$ cat config.mk
export PLATFORM = sky130hd
export DESIGN_NAME = readability_grade_counter
export DESIGN_NICKNAME = d
export VERILOG_FILES = /design/src/rtl/core/rgc_pkg.sv /design/src/rtl/core/rgc_ctrl.sv /design/src/rtl/core/rgc_datapath.sv /design/src/rtl/core/readability_grade_counter.sv
export SDC_FILE = /design/constraint.sdc
export NUM_CORES = 2
export LEC_CHECK = 0
export BUFFER_PORTS_ARGS = -buffer_cell sky130_fd_sc_hd__buf_4
export CAP_MARGIN = 20
export CORE_ASPECT_RATIO = 0.6
export CORE_MARGIN = 3
export CORE_UTILIZATION = 60
export DETAILED_ROUTE_END_ITERATION = 8
export PLACE_DENSITY = 0.87
export SLEW_MARGIN = 20
export SYNTH_ARGS = -nofsm -noshare
export SYNTH_HDL_FRONTEND = slang
export SYNTH_SLANG_ARGS = --single-unit
$ cat constraint.sdc
create_clock -name i_clk -period 20.8 [get_ports i_clk]
set_input_delay 3.12 -clock i_clk [delete_from_list [all_inputs] [get_ports i_clk]]
set_output_delay 3.12 -clock i_clk [all_outputs]
set_load 0.05 [all_outputs]
$ cat src/rtl/core/rgc_pkg.sv
// ============================================================================
// rgc_pkg - shared types, constants and byte classifiers
// Character codes, controller state and command types, and the byte tests
// used by the readability grade counter.
// ============================================================================
package rgc_pkg;

    localparam int COUNT_BITS_DEF = 24;
    localparam int FRAC_BITS_DEF  = 8;
    localparam int CH_W           = 8;
    localparam int GRADE_W        = 40;
    localparam int WSYL_W         = 8;
    localparam int LEN_W          = 2;

    localparam logic [CH_W-1:0] CH_DOT   = 8'h2E;
    localparam logic [CH_W-1:0] CH_BANG  = 8'h21;
    localparam logic [CH_W-1:0] CH_QUEST = 8'h3F;
    localparam logic [CH_W-1:0] CH_LOW_E = 8'h65;
    localparam logic [CH_W-1:0] CH_APOS  = 8'h27;
    localparam logic [CH_W-1:0] CH_UNDER = 8'h5F;

    localparam logic [LEN_W-1:0]  LEN_MAX  = 2'd3;
    localparam logic [WSYL_W-1:0] WSYL_MAX = 8'hFF;

    typedef enum logic [3:0] {
        ST_SCAN,
        ST_MUL_SW,
        ST_ACC_SW,
        ST_MUL_WW,
        ST_ACC_WW,
        ST_MUL_YS,
        ST_ACC_YS,
        ST_DIV_INIT,
        ST_DIV,
        ST_FIN
    } t_state;

    // Which product term the multiplier and accumulator work on
    typedef enum logic [1:0] {
        OP_SW,
        OP_WW,
        OP_YS
    } t_op;

    typedef struct packed {
        logic accept;
        logic mul_en;
        logic acc_en;
        t_op  op;
        logic div_init;
        logic div_step;
        logic out_load;
    } t_cmd;

    typedef struct packed {
        logic div_last;
    } t_status;

    function automatic logic is_letter(input logic [CH_W-1:0] ch);
        return ch inside {[8'h41:8'h5A], [8'h61:8'h7A]};
    endfunction

    function automatic logic is_word_byte(input logic [CH_W-1:0] ch);
        return is_letter(ch) || (ch inside {[8'h30:8'h39], CH_UNDER, CH_APOS});
    endfunction

    function automatic logic is_vowel(input logic [CH_W-1:0] ch);
        return ch inside {8'h61, 8'h65, 8'h69, 8'h6F, 8'h75, 8'h79,
                          8'h41, 8'h45, 8'h49, 8'h4F, 8'h55, 8'h59};
    endfunction

    function automatic logic is_sentence_mark(input logic [CH_W-1:0] ch);
        return ch inside {CH_DOT, CH_BANG, CH_QUEST};
    endfunction

endpackage

$ cat src/rtl/core/rgc_ctrl.sv
// ============================================================================
// rgc_ctrl - sequencing controller
// Steps the datapath through scanning, the three product terms, the serial
// divide and the result load; owns both handshakes.
// ============================================================================
module rgc_ctrl (
    input  logic             i_clk,
    input  logic             i_rst_n,
    input  logic             i_valid,
    input  logic             i_last,
    output logic             o_stall,
    output logic             o_valid,
    input  logic             i_stall,
    input  rgc_pkg::t_status i_status,
    output rgc_pkg::t_cmd    o_cmd
);

    rgc_pkg::t_state r_state, n_state;
    logic            r_out_valid, n_out_valid;
    logic            w_out_free;

    // result register free now or emptied at this edge
    assign w_out_free = !r_out_valid || !i_stall;

    always_ff @(posedge i_clk) begin
        if (!i_rst_n) begin
            r_state     <= rgc_pkg::ST_SCAN;
            r_out_valid <= 1'b0;
        end else begin
            r_state     <= n_state;
            r_out_valid <= n_out_valid;
        end
    end

    always_comb begin
        n_state = r_state;
        case (r_state)
            rgc_pkg::ST_SCAN:     if (i_valid && i_last) n_state = rgc_pkg::ST_MUL_SW;
            rgc_pkg::ST_MUL_SW:   n_state = rgc_pkg::ST_ACC_SW;
            rgc_pkg::ST_ACC_SW:   n_state = rgc_pkg::ST_MUL_WW;
            rgc_pkg::ST_MUL_WW:   n_state = rgc_pkg::ST_ACC_WW;
            rgc_pkg::ST_ACC_WW:   n_state = rgc_pkg::ST_MUL_YS;
            rgc_pkg::ST_MUL_YS:   n_state = rgc_pkg::ST_ACC_YS;
            rgc_pkg::ST_ACC_YS:   n_state = rgc_pkg::ST_DIV_INIT;
            rgc_pkg::ST_DIV_INIT: n_state = rgc_pkg::ST_DIV;
            rgc_pkg::ST_DIV:      if (i_status.div_last) n_state = rgc_pkg::ST_FIN;
            rgc_pkg::ST_FIN:      if (w_out_free) n_state = rgc_pkg::ST_SCAN;
            default:              n_state = rgc_pkg::ST_SCAN;
        endcase
    end

    always_comb begin
        o_cmd    = '0;
        o_cmd.op = rgc_pkg::OP_SW;
        case (r_state)
            rgc_pkg::ST_SCAN:   o_cmd.accept = i_valid;
            rgc_pkg::ST_MUL_SW: begin
                o_cmd.mul_en = 1'b1;
                o_cmd.op     = rgc_pkg::OP_SW;
            end
            rgc_pkg::ST_ACC_SW: begin
                o_cmd.acc_en = 1'b1;
                o_cmd.op     = rgc_pkg::OP_SW;
            end
            rgc_pkg::ST_MUL_WW: begin
                o_cmd.mul_en = 1'b1;
                o_cmd.op     = rgc_pkg::OP_WW;
            end
            rgc_pkg::ST_ACC_WW: begin
                o_cmd.acc_en = 1'b1;
                o_cmd.op     = rgc_pkg::OP_WW;
            end
            rgc_pkg::ST_MUL_YS: begin
                o_cmd.mul_en = 1'b1;
                o_cmd.op     = rgc_pkg::OP_YS;
            end
            rgc_pkg::ST_ACC_YS: begin
                o_cmd.acc_en = 1'b1;
                o_cmd.op     = rgc_pkg::OP_YS;
            end
            rgc_pkg::ST_DIV_INIT: o_cmd.div_init = 1'b1;
            rgc_pkg::ST_DIV:      o_cmd.div_step = 1'b1;
            rgc_pkg::ST_FIN:      o_cmd.out_load = w_out_free;
            default:              o_cmd.accept   = 1'b0;
        endcase
    end

    always_comb begin
        n_out_valid = r_out_valid;
        if (o_cmd.out_load) begin
            n_out_valid = 1'b1;
        end else if (!i_stall) begin
            n_out_valid = 1'b0;
        end
    end

    assign o_stall = (r_state != rgc_pkg::ST_SCAN);
    assign o_valid = r_out_valid;

endmodule

$ cat src/rtl/core/rgc_datapath.sv
// ============================================================================
// rgc_datapath - text scanner and grade arithmetic
// Word, sentence and syllable counting per byte; shared multiplier,
// numerator accumulator, restoring divider and result registers.
// ============================================================================
module rgc_datapath #(
    parameter int COUNT_BITS = rgc_pkg::COUNT_BITS_DEF,
    parameter int FRAC_BITS  = rgc_pkg::FRAC_BITS_DEF
) (
    input  logic                              i_clk,
    input  logic                              i_rst_n,
    input  rgc_pkg::t_cmd                     i_cmd,
    output rgc_pkg::t_status                  o_status,
    input  logic [rgc_pkg::CH_W-1:0]          i_ch,
    input  logic                              i_last,
    output logic [COUNT_BITS-1:0]             o_word_total,
    output logic [COUNT_BITS-1:0]             o_sentence_total,
    output logic [COUNT_BITS-1:0]             o_syllable_total,
    output logic signed [rgc_pkg::GRADE_W-1:0] o_grade_q8
);

    localparam int QB     = COUNT_BITS + FRAC_BITS + 4;
    localparam int PROD_W = 2 * COUNT_BITS;
    localparam int DEN_W  = PROD_W + 7;
    localparam int NUM_W  = DEN_W + QB;
    localparam int CNT_W  = $clog2(QB);
    localparam int EXT_W  = (QB + 1 > rgc_pkg::GRADE_W + 2) ? QB + 1 : rgc_pkg::GRADE_W + 2;
    localparam int GW     = rgc_pkg::GRADE_W;

    // numerator = 2^F*(41*SW + 39*WW + 1180*YS) + 50*SW, divisor = 100*SW,
    // quotient carries an offset of 16 grade units so it stays non-negative
    localparam logic [NUM_W-1:0] K_SW  = NUM_W'((41 << FRAC_BITS) + 50);
    localparam logic [NUM_W-1:0] K_WW  = NUM_W'(39 << FRAC_BITS);
    localparam logic [NUM_W-1:0] K_YS  = NUM_W'(1180 << FRAC_BITS);
    localparam logic [DEN_W-1:0] K_DEN = DEN_W'(100);
    localparam logic [EXT_W-1:0] G_OFFSET = EXT_W'(16) << FRAC_BITS;
    localparam logic [EXT_W-1:0] G_LIMIT  =
        ((EXT_W'(1) << (GW - 1)) - EXT_W'(1)) + G_OFFSET;
    localparam logic [GW-1:0]    G_MAX = {1'b0, {(GW - 1){1'b1}}};

    // scanner state
    logic                        r_in_word, r_word_counts, r_in_vowel, r_ends_e;
    logic [rgc_pkg::LEN_W-1:0]   r_len;
    logic [rgc_pkg::WSYL_W-1:0]  r_wsyl;
    logic [COUNT_BITS-1:0]       r_words, r_sents, r_syls;

    // arithmetic state
    logic [COUNT_BITS-1:0]       r_opw, r_ops, r_opy;
    logic [PROD_W-1:0]           r_prod;
    logic [NUM_W-1:0]            r_num;
    logic [DEN_W-1:0]            r_den;
    logic [DEN_W-1:0]            r_rem;
    logic [QB-1:0]               r_quo;
    logic [CNT_W-1:0]            r_cnt;

    // scanner next values
    logic                        w_word, w_do_end, w_add_word;
    logic                        p_in_word, p_counts, p_vowel, p_e;
    logic [rgc_pkg::LEN_W-1:0]   p_len;
    logic [rgc_pkg::WSYL_W-1:0]  p_syl, w_adj;
    logic [COUNT_BITS:0]         w_words_sum, w_sents_sum, w_syls_sum;
    logic [COUNT_BITS-1:0]       n_words, n_sents, n_syls;

    logic [COUNT_BITS-1:0]       w_mul_a, w_mul_b;
    logic [DEN_W:0]              w_trial;
    logic [EXT_W-1:0]            w_q_ext;
    logic [GW-1:0]               w_grade;

    always_comb begin
        w_word    = rgc_pkg::is_word_byte(i_ch);
        p_in_word = r_in_word;
        p_counts  = r_word_counts;
        p_vowel   = r_in_vowel;
        p_len     = r_len;
        p_syl     = r_wsyl;
        p_e       = r_ends_e;
        if (w_word) begin
            if (!r_in_word) begin
                p_in_word = 1'b1;
                p_counts  = rgc_pkg::is_letter(i_ch);
                p_vowel   = 1'b0;
                p_len     = '0;
                p_syl     = '0;
            end
            if (p_len != rgc_pkg::LEN_MAX) p_len = p_len + 2'd1;
            if (rgc_pkg::is_vowel(i_ch)) begin
                if (!p_vowel && p_syl != rgc_pkg::WSYL_MAX) p_syl = p_syl + 8'd1;
                p_vowel = 1'b1;
            end else begin
                p_vowel = 1'b0;
            end
            p_e = (i_ch == rgc_pkg::CH_LOW_E);
        end
        // a non-word byte or the final byte closes the open word
        w_do_end   = !w_word || i_last;
        w_add_word = w_do_end && p_in_word && p_counts;
        w_adj      = p_syl;
        if (p_len == rgc_pkg::LEN_MAX && p_e && p_syl > 8'd1) w_adj = p_syl - 8'd1;

        w_words_sum = {1'b0, r_words} + (COUNT_BITS + 1)'(1);
        w_syls_sum  = {1'b0, r_syls} + (COUNT_BITS + 1)'(w_adj);
        w_sents_sum = {1'b0, r_sents} + (COUNT_BITS + 1)'(1);

        n_words = r_words;
        n_syls  = r_syls;
        n_sents = r_sents;
        if (w_add_word) begin
            n_words = w_words_sum[COUNT_BITS] ? '1 : w_words_sum[COUNT_BITS-1:0];
            n_syls  = w_syls_sum[COUNT_BITS]  ? '1 : w_syls_sum[COUNT_BITS-1:0];
        end
        if (!w_word && rgc_pkg::is_sentence_mark(i_ch)) begin
            n_sents = w_sents_sum[COUNT_BITS] ? '1 : w_sents_sum[COUNT_BITS-1:0];
        end
    end

    always_ff @(posedge i_clk) begin
        if (!i_rst_n) begin
            r_in_word     <= 1'b0;
            r_word_counts <= 1'b0;
            r_in_vowel    <= 1'b0;
            r_ends_e      <= 1'b0;
            r_len         <= '0;
            r_wsyl        <= '0;
            r_words       <= '0;
            r_sents       <= '0;
            r_syls        <= '0;
        end else if (i_cmd.accept) begin
            if (i_last) begin
                r_in_word     <= 1'b0;
                r_word_counts <= 1'b0;
                r_in_vowel    <= 1'b0;
                r_ends_e      <= 1'b0;
                r_len         <= '0;
                r_wsyl        <= '0;
                r_words       <= '0;
                r_sents       <= '0;
                r_syls        <= '0;
            end else begin
                r_in_word     <= p_in_word && !w_do_end;
                r_word_counts <= p_counts && !w_do_end;
                r_in_vowel    <= p_vowel && !w_do_end;
                r_ends_e      <= p_e && !w_do_end;
                r_len         <= w_do_end ? '0 : p_len;
                r_wsyl        <= w_do_end ? '0 : p_syl;
                r_words       <= n_words;
                r_sents       <= n_sents;
                r_syls        <= n_syls;
            end
        end
    end

    // operands: empty totals of words and sentences count as one
    always_ff @(posedge i_clk) begin
        if (i_cmd.accept && i_last) begin
            r_opw <= (n_words == '0) ? COUNT_BITS'(1) : n_words;
            r_ops <= (n_sents == '0) ? COUNT_BITS'(1) : n_sents;
            r_opy <= n_syls;
        end
    end

    always_comb begin
        w_mul_a = r_ops;
        w_mul_b = r_opw;
        case (i_cmd.op)
            rgc_pkg::OP_SW: begin
                w_mul_a = r_ops;
                w_mul_b = r_opw;
            end
            rgc_pkg::OP_WW: begin
                w_mul_a = r_opw;
                w_mul_b = r_opw;
            end
            rgc_pkg::OP_YS: begin
                w_mul_a = r_opy;
                w_mul_b = r_ops;
            end
            default: begin
                w_mul_a = r_ops;
                w_mul_b = r_opw;
            end
        endcase
    end

    always_ff @(posedge i_clk) begin
        if (i_cmd.mul_en) begin
            r_prod <= PROD_W'(w_mul_a) * PROD_W'(w_mul_b);
        end
        if (i_cmd.acc_en) begin
            case (i_cmd.op)
                rgc_pkg::OP_SW: begin
                    r_num <= NUM_W'(r_prod) * K_SW;
                    r_den <= DEN_W'(r_prod) * K_DEN;
                end
                rgc_pkg::OP_WW: r_num <= r_num + NUM_W'(r_prod) * K_WW;
                rgc_pkg::OP_YS: r_num <= r_num + NUM_W'(r_prod) * K_YS;
                default:        r_num <= r_num;
            endcase
        end
    end

    // restoring divide, one quotient bit per cycle
    assign w_trial = {r_rem, r_quo[QB-1]} - {1'b0, r_den};

    always_ff @(posedge i_clk) begin
        if (i_cmd.div_init) begin
            r_rem <= DEN_W'(r_num >> QB);
            r_quo <= r_num[QB-1:0];
            r_cnt <= CNT_W'(QB - 1);
        end else if (i_cmd.div_step) begin
            if (!w_trial[DEN_W]) begin
                r_rem <= w_trial[DEN_W-1:0];
                r_quo <= {r_quo[QB-2:0], 1'b1};
            end else begin
                r_rem <= {r_rem[DEN_W-2:0], r_quo[QB-1]};
                r_quo <= {r_quo[QB-2:0], 1'b0};
            end
            r_cnt <= r_cnt - CNT_W'(1);
        end
    end

    assign o_status.div_last = (r_cnt == '0);

    // drop the offset and clamp at the top of the signed range
    always_comb begin
        w_q_ext = EXT_W'(r_quo);
        if (w_q_ext > G_LIMIT) begin
            w_grade = G_MAX;
        end else begin
            w_grade = GW'(w_q_ext - G_OFFSET);
        end
    end

    always_ff @(posedge i_clk) begin
        if (i_cmd.out_load) begin
            o_word_total     <= r_opw;
            o_sentence_total <= r_ops;
            o_syllable_total <= r_opy;
            o_grade_q8       <= w_grade;
        end
    end

endmodule

$ cat src/rtl/core/readability_grade_counter.sv
// ============================================================================
// readability_grade_counter - text readability grade level
// Counts words, sentence marks and syllables over a byte stream and gives
// the totals with the grade level in signed fixed point.
// ============================================================================
// Usage:
//   Input channel (i_valid / o_stall, payload i_ch, i_last): one byte per
//   request. While scanning, o_stall is low and a byte is taken every cycle.
//   A request with i_last high closes the text; o_stall then rises and stays
//   high while the grade is computed.
//   Output channel (o_valid / i_stall): one result request per text, holding
//   word, sentence and syllable totals and the grade times 2^FRAC_BITS.
//   After the last byte is taken, the three products are built on the shared
//   multiplier, each with a multiply and an accumulate state; the divider is
//   then loaded, the restoring divider retires one quotient bit a cycle,
//   COUNT_BITS + FRAC_BITS + 4 bits in all, and the result is loaded.
//   Throughput: one byte per cycle inside a text; input is held off at the
//   end of each text until its result has been loaded.
//   A stalled result holds in the output register; scanning of the next text
//   goes on, and a finished grade waits until that register is free.
//   Reset clears the scanner counters, the controller and o_valid.
// ============================================================================
module readability_grade_counter #(
    parameter int COUNT_BITS = rgc_pkg::COUNT_BITS_DEF,
    parameter int FRAC_BITS  = rgc_pkg::FRAC_BITS_DEF
) (
    input  logic                               i_clk,
    input  logic                               i_rst_n,
    input  logic                               i_valid,
    output logic                               o_stall,
    input  logic [rgc_pkg::CH_W-1:0]           i_ch,
    input  logic                               i_last,
    output logic                               o_valid,
    input  logic                               i_stall,
    output logic [COUNT_BITS-1:0]              o_word_total,
    output logic [COUNT_BITS-1:0]              o_sentence_total,
    output logic [COUNT_BITS-1:0]              o_syllable_total,
    output logic signed [rgc_pkg::GRADE_W-1:0] o_grade_q8
);

    // command from the controller, status back from the datapath
    rgc_pkg::t_cmd    w_cmd;
    rgc_pkg::t_status w_status;

    rgc_ctrl u_ctrl (
        .i_clk    (i_clk),
        .i_rst_n  (i_rst_n),
        .i_valid  (i_valid),
        .i_last   (i_last),
        .o_stall  (o_stall),
        .o_valid  (o_valid),
        .i_stall  (i_stall),
        .i_status (w_status),
        .o_cmd    (w_cmd)
    );

    // scanner counters, shared multiplier, serial divider, result registers
    rgc_datapath #(
        .COUNT_BITS (COUNT_BITS),
        .FRAC_BITS  (FRAC_BITS)
    ) u_datapath (
        .i_clk            (i_clk),
        .i_rst_n          (i_rst_n),
        .i_cmd            (w_cmd),
        .o_status         (w_status),
        .i_ch             (i_ch),
        .i_last           (i_last),
        .o_word_total     (o_word_total),
        .o_sentence_total (o_sentence_total),
        .o_syllable_total (o_syllable_total),
        .o_grade_q8       (o_grade_q8)
    );

endmodule

==> impl_metrics.json <==
{
  "status": "finished clean",
  "drt_first_pass_iters": 7,
  "yosysWarnings": 0,
  "synth-edff-count": 463,
  "synth_top_family_by_area": "adder cells",
  "crit_path_frequent_cell": "fa_1",
  "gp_routability_congestion": 1.07,
  "via_per_inst": 6.44,
  "dp_hpwl_microns": 213000,
  "worst_ep_required_time_ps": 21250,
  "root_buffer": "clkbuf_16",
  "worstSetupEndpoint": "u_datapath.r_prod[47]",
  "ant_nets": 0,
  "worst_clock_skew_ps": 40.9,
  "rsz0062_at_grt": "false",
  "rrSetupSlack_ps": 10630,
  "r2r_cells": 31,
  "synthAdderAreaFrac_pct": 37.7,
  "synth_compound_area_share_pct": 15.7,
  "io_buffers": 126,
  "syn_avg_cell_area_sq_um": 9.21,
  "synth_seq_cells": 560,
  "start_kind": "flip-flop",
  "grt_use_met2_pct": 50.6,
  "ys_seq_area_share_pct": 20.4,
  "fmax_mhz": 98.3,
  "startpoint": "u_ctrl.r_state[0]",
  "arrival_ps": 10620,
  "cap_violations": 0,
  "finalCriticalPeriod_ps": 10170,
  "finalHoldWorstSlack_ps": 451,
  "num_rows": 101,
  "reg2reg_from": "u_ctrl.r_state[0]",
  "yosysTopAreaCell": "fa_1",
  "cts_tree": "yes",
  "crit_fanout": 64,
  "die_h_microns": 285,
  "synthTopCellsByCount": "1171 x inv_1, 933 x ha_1, 881 x fa_1",
  "synth_mux_area_share_pct": 1.30,
  "min_path_cells": 0,
  "final_cell_count_no_fill": 10136,
  "setup_viol": 0,
  "synth_ff_type": "edfxtp_1",
  "setup.worst_path.end_class": "flip-flop",
  "cpPeakStageDelay_ps": 870,
  "synth_top_area_share_pct": 22.7,
  "fin_tns_setup_ps": 0,
  "grt_busiest_layer": "met1",
  "grt_pass1_vias": 63875,
  "syn_inst": 8439,
  "drive_above_1_share_pct": 5.23,
  "antenna_found_initial": 15,
  "core_sq_mm": 0.128,
  "area_delta_synth_final_pct": 6.00,
  "hold_violations": 0,
  "hold_buffers": 0,
  "clock_path_buffers": 3,
  "grt_pass1_wl_microns": 394000,
  "wl_microns": 262000,
  "synthSimpleGateAreaFrac_pct": 12.7,
  "wl_per_cell_microns": 25.9,
  "cts_sinks": 560,
  "htreeDepth": 2,
  "ys_types": 114,
  "grt_max_degree": 100,
  "crit_type": "reg -> reg",
  "synth.area.top_cells": "fa_1 23%, edfxtp_1 18%, ha_1 15%, inv_1 5.7%, a21oi_1 3.7%",
  "dp.cells": 10026,
  "num_vias": 65323,
  "final_nets": 10214,
  "cp_slowest_cell": "mux2i_1",
  "cts_resized": 0,
  "syn_area_sq_mm": 0.0777,
  "async_flop_share_pct": 0,
  "io_pins": 127,
  "globalRouteTotalUtil_pct": 38.5,
  "postCtsSetupBuffers": 0,
  "cts_buffers": 57,
  "clk_pin_slew_ps": 80,
  "post-route-period-util_pct": 48.9,
  "drv_slew": 0,
  "synth_xor_area_share_pct": 4.80,
  "hold_class": "reg -> reg",
  "reg2reg_to": "u_datapath.r_prod[47]",
  "grtUsageMet3_pct": 17.9,
  "die_area_sq_mm": 0.134,
  "clkLatencyLatePin_ps": 690,
  "tightest_slew_ps": 1180,
  "use_met1_pct": 56.5,
  "syn_nets": 10266,
  "synth_most_common_cell": "inv_1",
  "drc": 0,
  "grt.overflow.total": 0,
  "fp.dieW_microns": 471,
  "relSlewSlack_pct": 21.0,
  "dr.first_iter.drc_count": 8485,
  "start_util_pct": 60.9
}
[flip-flops by register name, summed over array words and instances, names as in the netlist, 2 cells and up]
signal and count:
u_datapath.o_word_total 24, u_datapath.r_opy 24, u_ctrl.r_state 4, u_datapath.r_words 24
u_datapath.r_cnt 6, u_datapath.r_wsyl 8, u_datapath.r_syls 24, u_datapath.r_len 2
u_datapath.r_num 90, u_datapath.r_prod 48, u_datapath.o_syllable_total 24, u_datapath.o_sentence_total 24
u_datapath.r_sents 24, u_datapath.r_rem 55, u_datapath.r_den 53, u_datapath.o_grade_q8 37
u_datapath.r_opw 24, u_datapath.r_ops 24, u_datapath.r_quo 36
[how the worst min path moves through the flow]
stage	slack [ps]	start	end
detailed placement	440	u_datapath.r_quo[9]	u_datapath.o_grade_q8[9]
finish	450	u_datapath.r_quo[0]	u_datapath.o_grade_q8[0]
floorplan	430	u_datapath.r_quo[0]	u_datapath.o_grade_q8[0]
global placement	430	u_datapath.r_quo[2]	u_datapath.o_grade_q8[2]
global route	470	u_datapath.r_quo[3]	u_datapath.o_grade_q8[3]
CTS	460	u_datapath.r_quo[3]	u_datapath.o_grade_q8[3]
[metrics by stage]
step	utilization, %	cell area, sq um	setup WS (ps)
floorplan	-	77700	10720
global placement	62.9	80200	11160
detailed placement	62.9	80200	10900
CTS	64.6	82300	10830
finish	64.6	82400	10630
global route	64.6	82400	10260
[cells by family (layout without fill, tap and decap cells)]
kind of cell             after synthesis  in the layout
multiplexers                          97             97
other                                  0              4
XOR/XNOR                             426            426
adder cells (fa/ha/maj)             1814           1814
AND/OR/NAND/NOR                     2168           2168
buffers and inverters               1500           1494
AO/OA/AOI/OAI                       1874           1874
flip-flops                           560            560
[worst max-delay path, delay by kind of cell, from the launching register on]
kind | cells | cell delay [ps]
adder cells (fa/ha/maj) | 9 | 4830
AO/OA/AOI/OAI | 11 | 2310
multiplexers | 1 | 870
flip-flops | 1 | 580
buffers and inverters | 5 | 550
AND/OR/NAND/NOR | 3 | 410
XOR/XNOR | 2 | 320
[layout by cell type (no fill, tap or decap), types with 46 or more instances in the layout]
cell / count
a211oi_1: 46
a21o_1: 259
a21oi_1: 565
a22oi_1: 96
a31oi_1: 65
and2_1: 57
and3_1: 85
buf_4: 215
clkbuf_16: 58
dfxtp_1: 97
edfxtp_1: 463
fa_1: 881
ha_1: 931
inv_1: 1171
mux2i_1: 59
nand2_1: 745
nand2b_1: 61
nand3_1: 151
nand4_1: 91
nor2_1: 679
nor2b_1: 54
nor3_1: 88
o21a_1: 84
o21ai_0: 322
o21bai_1: 72
xnor2_1: 277
xor2_1: 149
[routing by layer]
metal / vias up / routed length [microns]
met2: 4137 / 99300
met3: 493 / 43400
met5: - / 148
li1: 28765 / -
met4: 10 / 8240
met1: 31918 / 111000
[cell type report]
class                      count  area [sq um]
multi-input combinational   6379         56200
fill                       10298         45100
sequential                   560         15800
inverter                    1173          4400
tap                         1699          2130
timing repair buffer         216          1630
clock buffer                  65          1490
clock inverter                40           613
antenna                        4          10.0
Power is not shown: default switching activity piles up to over one toggle a cycle in this logic, so the estimate is an artifact.
